--- config.mk ---
export PLATFORM = sky130hd
export DESIGN_NAME = msis_ctrl
export DESIGN_NICKNAME = d
export VERILOG_FILES = /design/src/hw/rtl/msis_pkg.sv /design/src/hw/rtl/msis_ctrl.sv
export SDC_FILE = /design/constraint.sdc
export NUM_CORES = 1
export LEC_CHECK = 0
export BUFFER_PORTS_ARGS = -buffer_cell sky130_fd_sc_hd__clkbuf_2
export CAP_MARGIN = 20
export CELL_PAD_IN_SITES_DETAIL_PLACEMENT = 1
export CELL_PAD_IN_SITES_GLOBAL_PLACEMENT = 1
export CORE_AREA = 4 4 41 43
export CTS_CLUSTER_SIZE = 30
export DETAILED_ROUTE_END_ITERATION = 7
export DIE_AREA = 0 0 45 47
export GPL_TIMING_DRIVEN = 0
export PLACE_DENSITY_LB_ADDON = 0.1
export SLEW_MARGIN = 10
export SYNTH_ARGS = -nofsm -noshare
export SYNTH_HDL_FRONTEND = slang
export SYNTH_SLANG_ARGS = --single-unit
export TNS_END_PERCENT = 30
--- constraint.sdc ---
create_clock -name clock -period 1.2 [get_ports clock]
set_input_delay 0.06 -clock clock [delete_from_list [all_inputs] [get_ports clock]]
set_output_delay 0.06 -clock clock [all_outputs]
set_load 0.05 [all_outputs]
--- src/hw/rtl/msis_pkg.sv ---
// ----------------------------------------------------------------------------
// msis_pkg
// Shared types and constants for the max-sum increasing subsequence core:
// sum width, parameter defaults, controller states and the command/status
// bundles between controller and datapath.
// ----------------------------------------------------------------------------
package msis_pkg;

   // fixed field widths
   localparam int unsigned SUM_BITS    = 26;
   localparam int unsigned IN_BITS     = 16;

   // parameter defaults
   localparam int unsigned DEPTH_DEF      = 1024;
   localparam int unsigned VALUE_BITS_DEF = 16;

   localparam logic [SUM_BITS-1:0] SUM_MAX = '1;

   // controller states
   typedef enum logic [2:0] {
      ST_IDLE,
      ST_SCAN,
      ST_DRAIN,
      ST_WRITE,
      ST_FINISH
   } state_type;

   // controller -> datapath
   typedef struct packed {
      logic accept;   // latch incoming item, restart scan
      logic scan_rd;  // read entry at scan index, advance index
      logic write;    // store value and best-sum at fill position
      logic emit;     // load result register, clear sequence state
   } cmd_type;

   // datapath -> controller
   typedef struct packed {
      logic full;        // store holds DEPTH entries
      logic count_zero;  // no entries stored yet
      logic scan_end;    // current scan read is the last stored entry
      logic last;        // latched item closes the sequence
      logic out_free;    // result register can take a new item
   } status_type;

endpackage

--- src/hw/rtl/msis_ctrl.sv ---
// ----------------------------------------------------------------------------
// msis_ctrl
// Sequencer for one item: accept, walk the stored entries, write the new
// entry (both skipped when the store is full), then hand off the result when the item closes a sequence.
// ----------------------------------------------------------------------------
module msis_ctrl (
   input  logic                  clock,
   input  logic                  reset,
   input  logic                  req_valid,
   output logic                  req_ready,
   input  msis_pkg::status_type  sts,
   output msis_pkg::cmd_type     cmd
);
   import msis_pkg::*;

   state_type state_ff;
   state_type state_in;

   // state register
   always_ff @(posedge clock) begin
      if (reset) begin
         state_ff <= ST_IDLE;
      end else begin
         state_ff <= state_in;
      end
   end

   // next state and commands
   always_comb begin
      state_in  = state_ff;
      cmd       = '0;
      req_ready = 1'b0;
      unique case (state_ff)
         ST_IDLE: begin
            req_ready = 1'b1;
            if (req_valid) begin
               cmd.accept = 1'b1;
               priority if (sts.full) begin
                  state_in = ST_FINISH;
               end else if (sts.count_zero) begin
                  state_in = ST_WRITE;
               end else begin
                  state_in = ST_SCAN;
               end
            end
         end
         ST_SCAN: begin
            cmd.scan_rd = 1'b1;
            if (sts.scan_end) begin
               state_in = ST_DRAIN;
            end
         end
         // last read data is compared here
         ST_DRAIN: begin
            state_in = ST_WRITE;
         end
         ST_WRITE: begin
            cmd.write = 1'b1;
            state_in  = ST_FINISH;
         end
         ST_FINISH: begin
            priority if (!sts.last) begin
               state_in = ST_IDLE;
            end else if (sts.out_free) begin
               cmd.emit = 1'b1;
               state_in = ST_IDLE;
            end else begin
               // result register still busy: hold
               state_in = ST_FINISH;
            end
         end
         default: begin
            state_in = ST_IDLE;
         end
      endcase
   end

endmodule

==> metrics.txt <==
RSZ-0062 raised after global routing yes; Routed WL 763 µm; Area contributors post-synth dfxtp_1, buf_4, a211oi_2, nor2b_1, buf_6; Area growth syn-to-layout 76.65%; fin crit period 1.228 ns; largest net degree at the start of global routing 11; Hold Crit Endpoint state_ff[0]; share of the synthesized area in the top cell type 0.2437; Main synth FF type dfxtp_1; Yosys reg bits 3; TritonCTS clock tree yes; MaxCap Viol Count 0; Regs by FF count state_ff x3; Synth area leader dfxtp_1; Async SR Flop Fraction 0; WHS Path Cells 2; maximum clock rate 814.4 MHz; Hold Crit Class input port to flop; WP data arrival 1.17 ns; final max-slew violation count 0; Fin Clk Skew 0.0005933 ns; setup TNS -0.04264 ns; failing checks negative setup slack; Via Count 285; critical path required time 1.14 ns; vias in the first global route 296; Root Driver clkbuf_4; first-pass GRT wire length 1338 µm; P_leak 0.1950 nW; nets 56; Initial DRT Pass Iterations 2; CTS buffer count 3; CP Class flop to output pin; synth unique cells 23; CTS Hold Bufs 0; initial antenna violation count 0; Biggest register state_ff; area of the core 0.001301 mm²; Reg2Reg Depth 4; Final Worst Setup Slack -0.02783 ns; worst r2r src state_ff[0]; Post-DRT Antenna Nets 0; power per cell area 1939 mW/mm²; # setup viols final 2; Slew @ Worst Pin 0.2418 ns; GR Util All Layers 0.09858; Power, Total 0.0008444 W; GP Congestion 0.7032; GR Overflow Total 0; Die Y 47 µm; startpoint types flop; cells after synthesis 30; via/cell ratio 4.597; Port Buffers 12; die width 45 µm; Final Cycle Share 1.023; Boundary Pins 13; Post-Syn Area 246.5 µm²; YS warnings 0; drt drc 0; H-tree depth 1; die area 0.002115 mm²; worst-path fanout max 9; final hold vios 0; Antenna Cells 0; max FFs per register 3; r2r setup slk 0.08 ns; Worst-path clk slew 0.04 ns; most common cell in the netlist dfxtp_1; clk buf depth 2; WL per Instance 12.31 µm; Skew-Pair Late Insertion Delay 0.24 ns; hold path startpoint reset; register area share after synthesis 0.2437; Starting Density 0.1894; kind of end point of the critical path output pin; status complete, but fails checks; Post-Syn Area per Cell 8.216 µm²; worst vdd ir 689.5 µV; Setup WS pre-CTS 0.003007 ns; share of cells above drive strength 1 0.5957; FP Rows 13; max_slew headroom 0.8373; Mapped Nets 38; Fin Hold WS 0.01901 ns; reg2reg end state_ff[1]; clock sink count 3; DR iter-0 viols 1; number of flops mapped to enable cells by yosys 0
[cells by family (layout without fill, tap and decap cells)]
family,after synthesis,in the layout,synth area share
flops,3,3,0.2437
simple gates,14,14,0.3655
buf+inv,5,22,0.1370
compound gates,8,8,0.2538
[per-layer routing]
metal / share of wire / wire [µm] / up-vias / global-route usage
met5: 0 / 0 / - / 0
met4: 0.022 / 17 / 0 / 0.08772
met3: 0.096 / 73 / 2 / 0.05747
met2: 0.52 / 398 / 9 / 0.1441
met1: 0.36 / 274 / 134 / 0.09955
li1: - / - / 140 / -
[where the power goes]
group,total (W),switching [W],internal [W]
sequential,0.000131,0.00000897,0.000122
combinational,0.000526,0.000299,0.000227
clock,0.000188,0.0000628,0.000125
total,0.000844,0.000371,0.000474
[placed cells by master, fill, tap and decap left out]
cell type,count
a31oi_1,1
and4_4,1
nor4_1,1
nor3b_2,1
buf_4,1
nor2_4,1
clkbuf_2,7
dfxtp_1,3
nand4b_1,1
o21a_1,1
clkbuf_1,1
a211oi_1,1
buf_6,4
nor3_4,1
a22oi_1,1
a21boi_0,1
o21ai_1,1
or3_4,1
nor2b_1,2
nand2_1,2
and3b_2,1
nor2_1,1
clkbuf_4,4
buf_8,3
a21oi_2,1
inv_1,2
and2_4,1
a211oi_2,1
[metrics by stage]
step                utilization  area (µm²)  std cells
detailed placement       0.2625       341.6         57
global route             0.3346       435.4         62
CTS                      0.3250       422.9         62
global placement         0.2625       341.6         57
floorplan                     -       262.8         30
finish                   0.3346       435.4         62
[critical path, stage by stage (launching register included)]
cell and delay (ns):
dfxtp_1 0.30, buf_6 0.14, nor2_4 0.11, and4_4 0.23, buf_8 0.14
[final cells by class]
class / instances / area, µm²
buffer: 3 / 33.78
sequential: 3 / 60.06
inverter: 2 / 7.507
multi-input combinational: 22 / 182.7
clock buffer: 4 / 26.28
timing repair buffer: 13 / 106.4
tap: 15 / 18.77
fill: 164 / 865.8
[worst max-delay path by stage]
stage,depth (start not counted),endpoint,start,slack [ns]
finish,4,cmd[0],state_ff[0],-0.03
global route,4,cmd[3],state_ff[2],-0.09
CTS,4,cmd[3],state_ff[2],-0.06
detailed placement,4,cmd[0],state_ff[0],0.003
global placement,4,cmd[0],state_ff[0],0.03
floorplan,3,cmd[3],state_ff[0],-0.27
[what timing repair did]
item                                    in CTS  in global routing
pin swaps                                    3                  3
gates resized for setup                     13                  7
endpoints found under the setup margin       5                  5
buffers inserted                             1                  0
(Power assumes the default switching activity.)
